--- src/rtl/pcr_pkg.sv ---
// Shared types and constants for the pausable countdown reminder.
package pcr_pkg;

  localparam int unsigned DataW = 32;
  localparam int unsigned AddrW = 3;

  localparam logic [AddrW-1:0] RegIntervalAddr = AddrW'(0);

  typedef enum logic [2:0] {
    ModeDisabled = 3'd0,
    ModeWaiting  = 3'd1,
    ModeCounting = 3'd2,
    ModeAway     = 3'd3,
    ModeAlerted  = 3'd4,
    ModeSnoozed  = 3'd5,
    ModeToday    = 3'd6
  } mode_e;

  typedef enum logic [2:0] {
    OpInit       = 3'd0,
    OpTick       = 3'd1,
    OpDrink      = 3'd2,
    OpSnooze     = 3'd3,
    OpSetPaused  = 3'd4,
    OpSetEnabled = 3'd5,
    OpApply      = 3'd6,
    OpConsume    = 3'd7
  } opcode_e;

  typedef struct packed {
    logic [2:0]       opcode;
    logic [DataW-1:0] now_ms;
    logic             cup_present;
    logic             flag_value;
    logic [DataW-1:0] snooze_ms;
  } in_t;

  typedef struct packed {
    logic [2:0]       mode;
    logic [DataW-1:0] time_left;
    logic             alert_flag;
  } out_t;

  typedef struct packed {
    mode_e            mode;
    logic             enabled;
    logic             paused_day;
    logic [DataW-1:0] remaining;
    logic [DataW-1:0] last_stamp;
    logic             snoozing;
    logic             alert_pending;
  } state_t;

endpackage

--- src/rtl/pausable_countdown_reminder_top.sv ---
// Top level of the pausable countdown reminder: handshake stages, state and register port.
// Each transaction is captured in an input register, evaluated against the reminder state by
// the combinational pcr_step logic, and its result lands in an output register; the state
// updates as the result is written, which also raises out_valid_o. While out_ready_i stays
// high a new transaction can be accepted every cycle. When a result waits for out_ready_i,
// one more transaction is taken into the input register and in_ready_o then stays low until
// the waiting result leaves. The interval register sits at byte address 0 of the APB port;
// write it only while no transaction is in flight. Elapsed time is taken modulo 2^32 from the
// now_ms timestamps.
module pausable_countdown_reminder_top (
  input  logic                      clk_i,
  input  logic                      rst_ni,
  input  logic                      in_valid_i,
  output logic                      in_ready_o,
  input  pcr_pkg::in_t              in_data_i,
  output logic                      out_valid_o,
  input  logic                      out_ready_i,
  output pcr_pkg::out_t             out_data_o,
  input  logic                      psel,
  input  logic                      penable,
  input  logic                      pwrite,
  input  logic [pcr_pkg::AddrW-1:0] paddr,
  input  logic [pcr_pkg::DataW-1:0] pwdata,
  output logic [pcr_pkg::DataW-1:0] prdata,
  output logic                      pready
);

  pcr_pkg::in_t              in_q;
  logic                      in_valid_q;
  pcr_pkg::out_t             out_q;
  pcr_pkg::out_t             out_d;
  logic                      out_valid_q;
  pcr_pkg::state_t           state_q;
  pcr_pkg::state_t           state_d;
  logic [pcr_pkg::DataW-1:0] interval_q;
  logic                      advance;
  logic                      reg_sel;

  assign advance    = in_valid_q && (!out_valid_q || out_ready_i);
  assign in_ready_o = !in_valid_q || advance;
  assign reg_sel    = (paddr[pcr_pkg::AddrW-1:2] == pcr_pkg::RegIntervalAddr[pcr_pkg::AddrW-1:2]);

  pcr_step u_step (
    .in_i      (in_q),
    .state_i   (state_q),
    .interval_i(interval_q),
    .state_o   (state_d),
    .out_o     (out_d)
  );

  always_ff @(posedge clk_i or negedge rst_ni) begin
    if (!rst_ni) begin
      in_valid_q  <= 1'b0;
      out_valid_q <= 1'b0;
      interval_q  <= '0;
      state_q     <= '{mode: pcr_pkg::ModeDisabled, default: '0};
    end else begin
      if (in_ready_o) begin
        in_valid_q <= in_valid_i;
      end
      if (advance) begin
        out_valid_q <= 1'b1;
        state_q     <= state_d;
      end else if (out_ready_i) begin
        out_valid_q <= 1'b0;
      end
      if (psel && penable && pwrite && reg_sel) begin
        interval_q <= pwdata;
      end
    end
  end

  always_ff @(posedge clk_i) begin
    if (in_valid_i && in_ready_o) begin
      in_q <= in_data_i;
    end
    if (advance) begin
      out_q <= out_d;
    end
  end

  assign out_valid_o = out_valid_q;
  assign out_data_o  = out_q;
  assign pready      = 1'b1;
  assign prdata      = reg_sel ? interval_q : '0;

endmodule

--- src/rtl/pcr_step.sv ---
// Next-state and result logic for one reminder transaction.
module pcr_step (
  input  pcr_pkg::in_t              in_i,
  input  pcr_pkg::state_t           state_i,
  input  logic [pcr_pkg::DataW-1:0] interval_i,
  output pcr_pkg::state_t           state_o,
  output pcr_pkg::out_t             out_o
);

  logic [pcr_pkg::DataW-1:0] elapsed;
  logic [pcr_pkg::DataW-1:0] diff;
  logic                      expired;
  logic                      active;
  logic                      stamp_upd;
  logic                      alert_out;
  pcr_pkg::state_t           st;

  function automatic pcr_pkg::state_t begin_count(
    input pcr_pkg::state_t           s,
    input logic [pcr_pkg::DataW-1:0] dur,
    input logic [pcr_pkg::DataW-1:0] now,
    input logic                      cup,
    input logic                      snz
  );
    pcr_pkg::state_t r;
    r               = s;
    r.remaining     = dur;
    r.last_stamp    = now;
    r.snoozing      = snz;
    r.alert_pending = 1'b0;
    if (!cup) begin
      r.mode = pcr_pkg::ModeAway;
    end else if (snz) begin
      r.mode = pcr_pkg::ModeSnoozed;
    end else begin
      r.mode = pcr_pkg::ModeCounting;
    end
    return r;
  endfunction

  assign elapsed = in_i.now_ms - state_i.last_stamp;
  assign diff    = state_i.remaining - elapsed;
  assign expired = (elapsed >= state_i.remaining);
  assign active  = state_i.enabled && (interval_i != '0);

  always_comb begin
    st        = state_i;
    stamp_upd = 1'b0;
    case (pcr_pkg::opcode_e'(in_i.opcode))
      pcr_pkg::OpInit: begin
        st.enabled       = in_i.flag_value;
        st.paused_day    = 1'b0;
        st.remaining     = interval_i;
        st.last_stamp    = in_i.now_ms;
        st.snoozing      = 1'b0;
        st.alert_pending = 1'b0;
        st.mode          = (in_i.flag_value && (interval_i != '0)) ?
                           pcr_pkg::ModeWaiting : pcr_pkg::ModeDisabled;
        stamp_upd        = 1'b1;
      end
      pcr_pkg::OpTick: begin
        if (active && state_i.mode != pcr_pkg::ModeDisabled &&
            state_i.mode != pcr_pkg::ModeToday &&
            state_i.mode != pcr_pkg::ModeAlerted) begin
          if (state_i.mode == pcr_pkg::ModeWaiting) begin
            if (in_i.cup_present) begin
              st        = begin_count(state_i, interval_i, in_i.now_ms, 1'b1, 1'b0);
              stamp_upd = 1'b1;
            end
          end else if (state_i.mode == pcr_pkg::ModeAway) begin
            if (in_i.cup_present) begin
              st.last_stamp = in_i.now_ms;
              st.mode       = state_i.snoozing ? pcr_pkg::ModeSnoozed :
                                                 pcr_pkg::ModeCounting;
              stamp_upd     = 1'b1;
            end
          end else begin
            st.last_stamp = in_i.now_ms;
            stamp_upd     = 1'b1;
            if (!in_i.cup_present) begin
              st.remaining = expired ? pcr_pkg::DataW'(1) : diff;
              st.mode      = pcr_pkg::ModeAway;
            end else if (expired) begin
              st.remaining     = '0;
              st.mode          = pcr_pkg::ModeAlerted;
              st.snoozing      = 1'b0;
              st.alert_pending = 1'b1;
            end else begin
              st.remaining = diff;
            end
          end
        end
      end
      pcr_pkg::OpDrink: begin
        if (active && !state_i.paused_day) begin
          st        = begin_count(state_i, interval_i, in_i.now_ms, in_i.cup_present, 1'b0);
          stamp_upd = 1'b1;
        end
      end
      pcr_pkg::OpSnooze: begin
        if (active && (in_i.snooze_ms != '0) && !state_i.paused_day) begin
          st        = begin_count(state_i, in_i.snooze_ms, in_i.now_ms,
                                  in_i.cup_present, 1'b1);
          stamp_upd = 1'b1;
        end
      end
      pcr_pkg::OpSetPaused: begin
        if (in_i.flag_value) begin
          st.mode          = active ? pcr_pkg::ModeToday : pcr_pkg::ModeDisabled;
          st.alert_pending = 1'b0;
          st.last_stamp    = in_i.now_ms;
          stamp_upd        = 1'b1;
        end else if (active) begin
          st        = begin_count(state_i, interval_i, in_i.now_ms, in_i.cup_present, 1'b0);
          stamp_upd = 1'b1;
        end
        st.paused_day = in_i.flag_value;
      end
      pcr_pkg::OpSetEnabled: begin
        st.enabled       = in_i.flag_value;
        st.last_stamp    = in_i.now_ms;
        st.alert_pending = 1'b0;
        st.snoozing      = 1'b0;
        st.remaining     = interval_i;
        stamp_upd        = 1'b1;
        if (!in_i.flag_value || (interval_i == '0)) begin
          st.mode = pcr_pkg::ModeDisabled;
        end else begin
          st.mode = state_i.paused_day ? pcr_pkg::ModeToday : pcr_pkg::ModeWaiting;
        end
      end
      pcr_pkg::OpApply: begin
        if (!active) begin
          st.mode          = pcr_pkg::ModeDisabled;
          st.remaining     = '0;
          st.alert_pending = 1'b0;
        end else if (state_i.paused_day) begin
          st.mode       = pcr_pkg::ModeToday;
          st.remaining  = interval_i;
          st.last_stamp = in_i.now_ms;
          stamp_upd     = 1'b1;
        end else begin
          st        = begin_count(state_i, interval_i, in_i.now_ms, in_i.cup_present, 1'b0);
          stamp_upd = 1'b1;
        end
      end
      default: begin
      end
    endcase
  end

  always_comb begin
    alert_out = st.alert_pending;
    state_o   = st;
    if (pcr_pkg::opcode_e'(in_i.opcode) == pcr_pkg::OpConsume) begin
      state_o.alert_pending = 1'b0;
    end
  end

  always_comb begin
    out_o.mode       = 3'(st.mode);
    out_o.alert_flag = alert_out;
    case (st.mode)
      pcr_pkg::ModeAway: begin
        out_o.time_left = st.remaining;
      end
      pcr_pkg::ModeCounting, pcr_pkg::ModeSnoozed: begin
        if (stamp_upd) begin
          out_o.time_left = st.remaining;
        end else begin
          out_o.time_left = expired ? '0 : diff;
        end
      end
      default: begin
        out_o.time_left = '0;
      end
    endcase
  end

endmodule
--- config.mk ---
export PLATFORM = sky130hd
export DESIGN_NAME = pausable_countdown_reminder_top
export DESIGN_NICKNAME = d
export VERILOG_FILES = /design/src/rtl/pcr_pkg.sv /design/src/rtl/pausable_countdown_reminder_top.sv /design/src/rtl/pcr_step.sv
export SDC_FILE = /design/constraint.sdc
export NUM_CORES = 1
export LEC_CHECK = 0
export BUFFER_PORTS_ARGS = -buffer_cell sky130_fd_sc_hd__buf_4
export CAP_MARGIN = 30
export CORE_MARGIN = 2
export CORE_UTILIZATION = 45
export CTS_BUF_LIST = sky130_fd_sc_hd__clkbuf_16
export DETAILED_ROUTE_END_ITERATION = 8
export GPL_TIMING_DRIVEN = 0
export PLACE_DENSITY_LB_ADDON = 0.15
export REMOVE_ABC_BUFFERS = 1
export SLEW_MARGIN = 10
export SYNTH_ARGS = -nofsm -noshare
export SYNTH_HDL_FRONTEND = slang
export SYNTH_SLANG_ARGS = --single-unit
--- constraint.sdc ---
create_clock -name clk_i -period 13.2 [get_ports clk_i]
set_input_delay 1.98 -clock clk_i [delete_from_list [all_inputs] [get_ports clk_i]]
set_output_delay 1.98 -clock clk_i [all_outputs]
set_load 0.01 [all_outputs]
## Word level (Yosys, flattened, before mapping)

Cells that the tools add are included.
W data, S select, Z words.

| storage, ports and cells | value |
|---|---|
| input port bits | 111 |
| register bits | 210 |
| RAM bits | 0 |
| memory bits (read-only) | 0 |
| latch bits | 0 |
| memories kept | 0 |

| operators by class | value |
|---|---|
| reductions and logical operators | 35 |
| add/subtract/negate cells | 2 |
| muxes and demuxes | 57 |
| divide/modulo/power cells | 0 |
| multiply operators | 0 |
| magnitude comparators | 1 |
| bitwise gates (word level) | 6 |
| shift operators | 0 |
| equal/unequal tests | 27 |

Operators by type and width:

| kind | count |
|---|---|
| $pmux W66 S6 | 1 |
| $mux W71 | 5 |
| $mux W32 | 10 |
| $mux W66 | 1 |
| $pmux W32 S2 | 1 |
| $reduce_bool A32 Y1 | 2 |
| $sub A32 B32 Y32 | 2 |
| $mux W3 | 13 |
| $mux W34 | 1 |
| $mux W33 | 1 |
| $ge A32 B32 Y1 | 1 |
| $logic_not A32 Y1 | 1 |
| $pmux W4 S7 | 1 |
| $mux W1 | 16 |
| $eq A3 B2 Y1 const B | 5 |
| $eq A3 B3 Y1 const B | 5 |
| $logic_and A1 B1 Y1 | 13 |
| $reduce_and A13 Y1 | 1 |
| $ne A3 B3 Y1 const B | 4 |
| $mux W2 | 5 |
| $ne A2 B1 Y1 const B | 5 |
| $ne A3 B2 Y1 const B | 3 |
| $reduce_and A9 Y1 | 1 |
| $reduce_and A7 Y1 | 1 |
| other kinds (14) | 29 |

## Logic depth before layout (Yosys ltp)

| depth | value |
|---|---|
| depth after elaboration | 11 |
| depth in mapped cells | 26 |
| gate-level depth less buffers | 25 |

## By module

From an unflattened synthesis, not the netlist that was laid out.

| second synthesis, totals | value |
|---|---|
| cells, all modules | 1408 |
| area, all modules | 14046.0 µm² |

By module, submodules not included:

| module | area an instance (µm²) | seq. area each (µm²) | times used | cells each |
|---|---|---|---|---|
| pausable_countdown_reminder_top | 7462.2 | 5780.5 | 1 | 368 |
| pcr_step | 6583.8 | 0.0 | 1 | 1040 |

## Least setup slack after synthesis

Ideal clock, no wire load.

| path | value |
|---|---|
| path type | flip-flop to flip-flop |
| start point | register in_q[34] in the netlist's numbering |
| end point | register out_q, in the netlist out_data_o[2] (data pin) |
| library setup time | 0.176 ns |
| path slack | 7.788 ns |
| data arrival time | 5.236 ns |
| period minus slack after synthesis | 5.412 ns |
| stages on the path, launching flop included | 27 |
| path through | edfxtp_1 -> inv_1 -> ha_1 -> inv_1 -> fa_1 -> a211oi_1 -> o21a_1 -> o311a_1 -> o22ai_1 -> a221o_1 -> a41oi_1 -> a21oi_1 -> a21oi_1 -> xor2_1 -> ha_1 -> buf_2 -> nand2_1 -> nor3_1 -> nand4_1 -> a211oi_1 -> o21a_1 -> a211oi_1 -> nor2_2 -> nand2_1 -> o22a_4 -> buf_6 -> o32ai_1 |

RTL lines:

| what | line | source |
|---|---|---|
| start: declaration | pausable_countdown_reminder_top.sv:28 | `pcr_pkg::in_t in_q;` |
| start signal: assignment | pausable_countdown_reminder_top.sv:75 | `in_q <= in_data_i;` |
| end signal: assignment | pausable_countdown_reminder_top.sv:78 | `out_q <= out_d;` |
| end: declaration | pausable_countdown_reminder_top.sv:30 | `pcr_pkg::out_t out_q;` |

==> metrics.csv <==
metric;value;unit
Arrival @ worst endpoint;8.23;ns
combinational family with the most area after synthesis;compound AO/OA/AOI/OAI gates;
Routed Wire Length;40700;µm
worst-case reg-to-reg path depth;23;
clock slew seen by the registers of the worst setup and hold paths;0.06;ns
highest net fanout along the worst path;34;
root cell of the clock tree;sky130_fd_sc_hd__clkbuf_16;
number of fill cells;2666;
clk buf depth;3;
first drt pass iteration count;5;
Int Power;2.03;mW
number of failing setup endpoints in the final timing report;0;
power per cell area;228;nW/µm²
height of the die;176;µm
synthesis-to-finish area growth;20.4;%
postcts setup bufs;0;
multiplexer share of the synthesized area;3.80;%
setup repair after global routing missed its margin;no;
depth of the worst hold-timing path;2;
Inserted Clock Buffers;25;
First DRT Iteration DRCs;1210;
number of enable flip-flop cells after synthesis;105;
fraction of power consumed by combinational cells;54.2;%
share of the clock period used by the worst path;60.0;%
quantity of gates resized following cts;0;
fraction of power spent switching nets;44.0;%
f_max;0.126;GHz
count of antenna-violating nets left after detailed routing;0;
total congestion overflow;0;
CP Class;flip-flop to flip-flop;
adder-cell share of the synthesized area;6.25;%
FP Rows;62;
register area;5780;µm²
placer's final routability congestion estimate;0.912;
main flop type after synthesis;sky130_fd_sc_hd__edfxtp_1;
floorplan die area;30800;µm²
sequential element share of the synthesized area;43.6;%
leading cell types by total area after synthesis;sky130_fd_sc_hd__edfxtp_1 (24%), sky130_fd_sc_hd__dfrtp_1 (20%), sky130_fd_sc_hd__ha_1 (5.9%), sky130_fd_sc_hd__nand2_1 (5.4%), sky130_fd_sc_hd__o21ai_0 (4.1%);
Tightest Pin Transition;1.04;ns
startpoint class of the critical path;flip-flop;
number of H-tree levels;1;
area share of the largest cell type after synthesis;23.8;%
Hold Path Class;flip-flop to flip-flop;
cell with the most instances after synthesis;sky130_fd_sc_hd__nand2_1;
Clk pwr share;19.3;%
hold_ws;0.492;ns
maximum vdd ir drop;0.119;mV
worst slew margin relative to its limit;30.0;%
number of antenna violations at the first check in global routing;0;
Pins Over Slew Limit;0;
fin nets;1733;
number of instances in the placed design;1912;
Yosys top cell by area;sky130_fd_sc_hd__edfxtp_1;
Skew-Pair Late Insertion Delay;0.54;ns
number of design rule violations left after detail routing;0;
number of global-route vias before repair;11200;
ranking of synthesized cells by instance count;sky130_fd_sc_hd__nand2_1 (189), sky130_fd_sc_hd__o21ai_0 (108), sky130_fd_sc_hd__dfrtp_1 (105), sky130_fd_sc_hd__edfxtp_1 (105), sky130_fd_sc_hd__a21oi_1 (94);
distinct cell type count of the synthesized netlist;84;
Final Hold Fails;0;
total clock sinks;210;
outcome;finished clean;
required time reported for the critical path endpoint;13.51;ns
clock period minus final worst setup slack;7.93;ns
Die X;176;µm
cell count after synthesis;1403;
Worst setup EP type;flip-flop;
simple-gate portion of the synthesized area;16.2;%
ratio of routed vias to standard cells;5.98;
Setup Skew;0.0166;ns
multi-input logic area;6980;µm²
setup total negative slack;0;ns
diodes inserted;0;
CTS hold repair buffers;0;
core outline area;28900;µm²
count of warnings emitted by yosys;0;
number of max-cap violations;0;
post-route insts no fill;1960;
synthesized-area fraction occupied by xor and xnor cells;3.64;%
static power due to leakage;6.69;nW
ratio of cells with drive above 1 in the final layout;19.7;%
vias after detailed routing;11700;
wire length of the first global-routing pass;63300;µm
total routing usage reported by global routing;26.2;%
drt wl/cell;20.8;µm
average cell area after synthesis;9.44;µm²
number of port buffers;178;
synthesis-stage register bit count;210;
effective utilization at floorplan;45.9;%
detailed placement HPWL;29700;µm
asr flop ratio synth;50.0;%
CTS tree;done;
post-synth design cell area;13200;µm²
Seq pwr share;26.5;%
maximum number of pins on one net before global-route repair;56;
total I/O pin count;182;
complex-gate fraction of the synthesized area;22.4;%
switching component of the power;1.60;mW
## registers in the layout, indices dropped and copies added, names as in the netlist
signal       cells
in_valid_q       1
out_data_o      36
interval_q      32
in_q            69
out_valid_o      1
state_q         71
## kinds of logic (layout without fill, tap and decap cells)
family	Yosys count	count (layout)
and+or+nand+nor	446	446
xor gates and xnor gates	55	55
muxes	45	45
DFF	210	210
adders and majority gates	65	65
buffers and inverters	134	307
other	1	1
AOI/OAI and AO/OA	447	447
## worst paths after layout
check / start / end / slack [ns]
setup / recovery: in_q[34]$_DFFE_PP_ / out_data_o[26]$_DFFE_PP_ / 5.27
hold / removal: in_q[59]$_DFFE_PP_ / state_q[27]$_DFFE_PN0P_ / 0.49
setup reg to reg: in_q[34]$_DFFE_PP_ / out_data_o[26]$_DFFE_PP_ / 5.27
hold reg to reg: in_q[59]$_DFFE_PP_ / state_q[27]$_DFFE_PN0P_ / 0.49
max in group asynchronous: rst_ni / state_q[30]$_DFFE_PN0P_ / 11.09
min in group asynchronous: rst_ni / state_q[4]$_DFFE_PN0P_ / 1.41
## cells in the final DEF (no fill, tap or decap), drive strengths merged, types with 7 or more instances in the layout
master / n
nor2b: 41
nor3: 19
o21a: 24
ha: 63
a31oi: 28
nand4: 17
mux2: 42
a21oi: 95
nand2b: 15
buf: 197
a21o: 25
o32ai: 9
and3: 15
and2: 8
inv: 67
a222oi: 25
a211oi: 10
nor2: 70
nor4: 22
o21bai: 7
edfxtp: 105
clkbuf: 26
clkinv: 12
xor2: 28
a21boi: 16
o22ai: 25
nand2: 190
dfrtp: 105
xnor2: 27
o21ai: 112
nand3: 26
## power groups by stage
stage | combinational, mW | sequential, mW | clock, mW
finish | 1.97 | 0.963 | 0.701
global route | 2.17 | 0.978 | 0.740
CTS | 1.94 | 0.961 | 0.712
detailed placement | 1.93 | 0.972 | 0
global placement | 1.88 | 0.971 | 0
floorplan | 1.39 | 0.932 | 0
## area by class of cell
class	count	share of cell area (%)
clock buffer	25	3.92
sequential	210	36.3
inverter	63	1.50
timing repair buffer	198	10.3
multi-input combinational	1059	43.8
clock inverter	21	1.28
tap	384	3.01
## layer usage
metal  track usage [%]  part of all wire (%)  vias up
li1                  -                     -     5529
met1              36.3                    44     5596
met2              41.1                    45      504
met3              5.19                   8.3       90
met4              9.30                   3.3        0
met5                 0                     0        -
## critical path: stages (launching register included)
cell	delay, ns
sky130_fd_sc_hd__edfxtp_1	0.38
sky130_fd_sc_hd__inv_1	0.07
sky130_fd_sc_hd__ha_1	0.17
sky130_fd_sc_hd__inv_1	0.06
sky130_fd_sc_hd__fa_1	0.41
sky130_fd_sc_hd__a211oi_1	0.34
sky130_fd_sc_hd__o21a_1	0.22
sky130_fd_sc_hd__o311a_1	0.29
sky130_fd_sc_hd__o22ai_1	0.13
sky130_fd_sc_hd__a221o_1	0.43
sky130_fd_sc_hd__a41oi_1	0.38
sky130_fd_sc_hd__a21oi_1	0.16
sky130_fd_sc_hd__a21oi_1	0.20
sky130_fd_sc_hd__xor2_1	0.09
sky130_fd_sc_hd__ha_1	0.43
sky130_fd_sc_hd__nand2_1	0.16
sky130_fd_sc_hd__nor3_1	0.48
sky130_fd_sc_hd__nand4_1	0.23
sky130_fd_sc_hd__a211oi_1	0.46
sky130_fd_sc_hd__o21a_2	0.78
sky130_fd_sc_hd__a211oi_1	0.23
sky130_fd_sc_hd__nor2_2	0.29
sky130_fd_sc_hd__nand3_2	0.70
sky130_fd_sc_hd__o32ai_1	0.61
## stage by stage
stage	setup WS, ns	power [mW]	util [%]	cell area (µm²)
after floorplan	6.99	2.32	-	13000
after global placement	4.41	2.85	51.2	14800
after global routing	4.64	3.89	55.3	15900
after detailed placement	5.43	2.90	52.3	15100
after CTS	5.39	3.61	55.2	15900
final	5.27	3.63	55.3	15900
No activity file was read; power rests on OpenSTA's default activity.
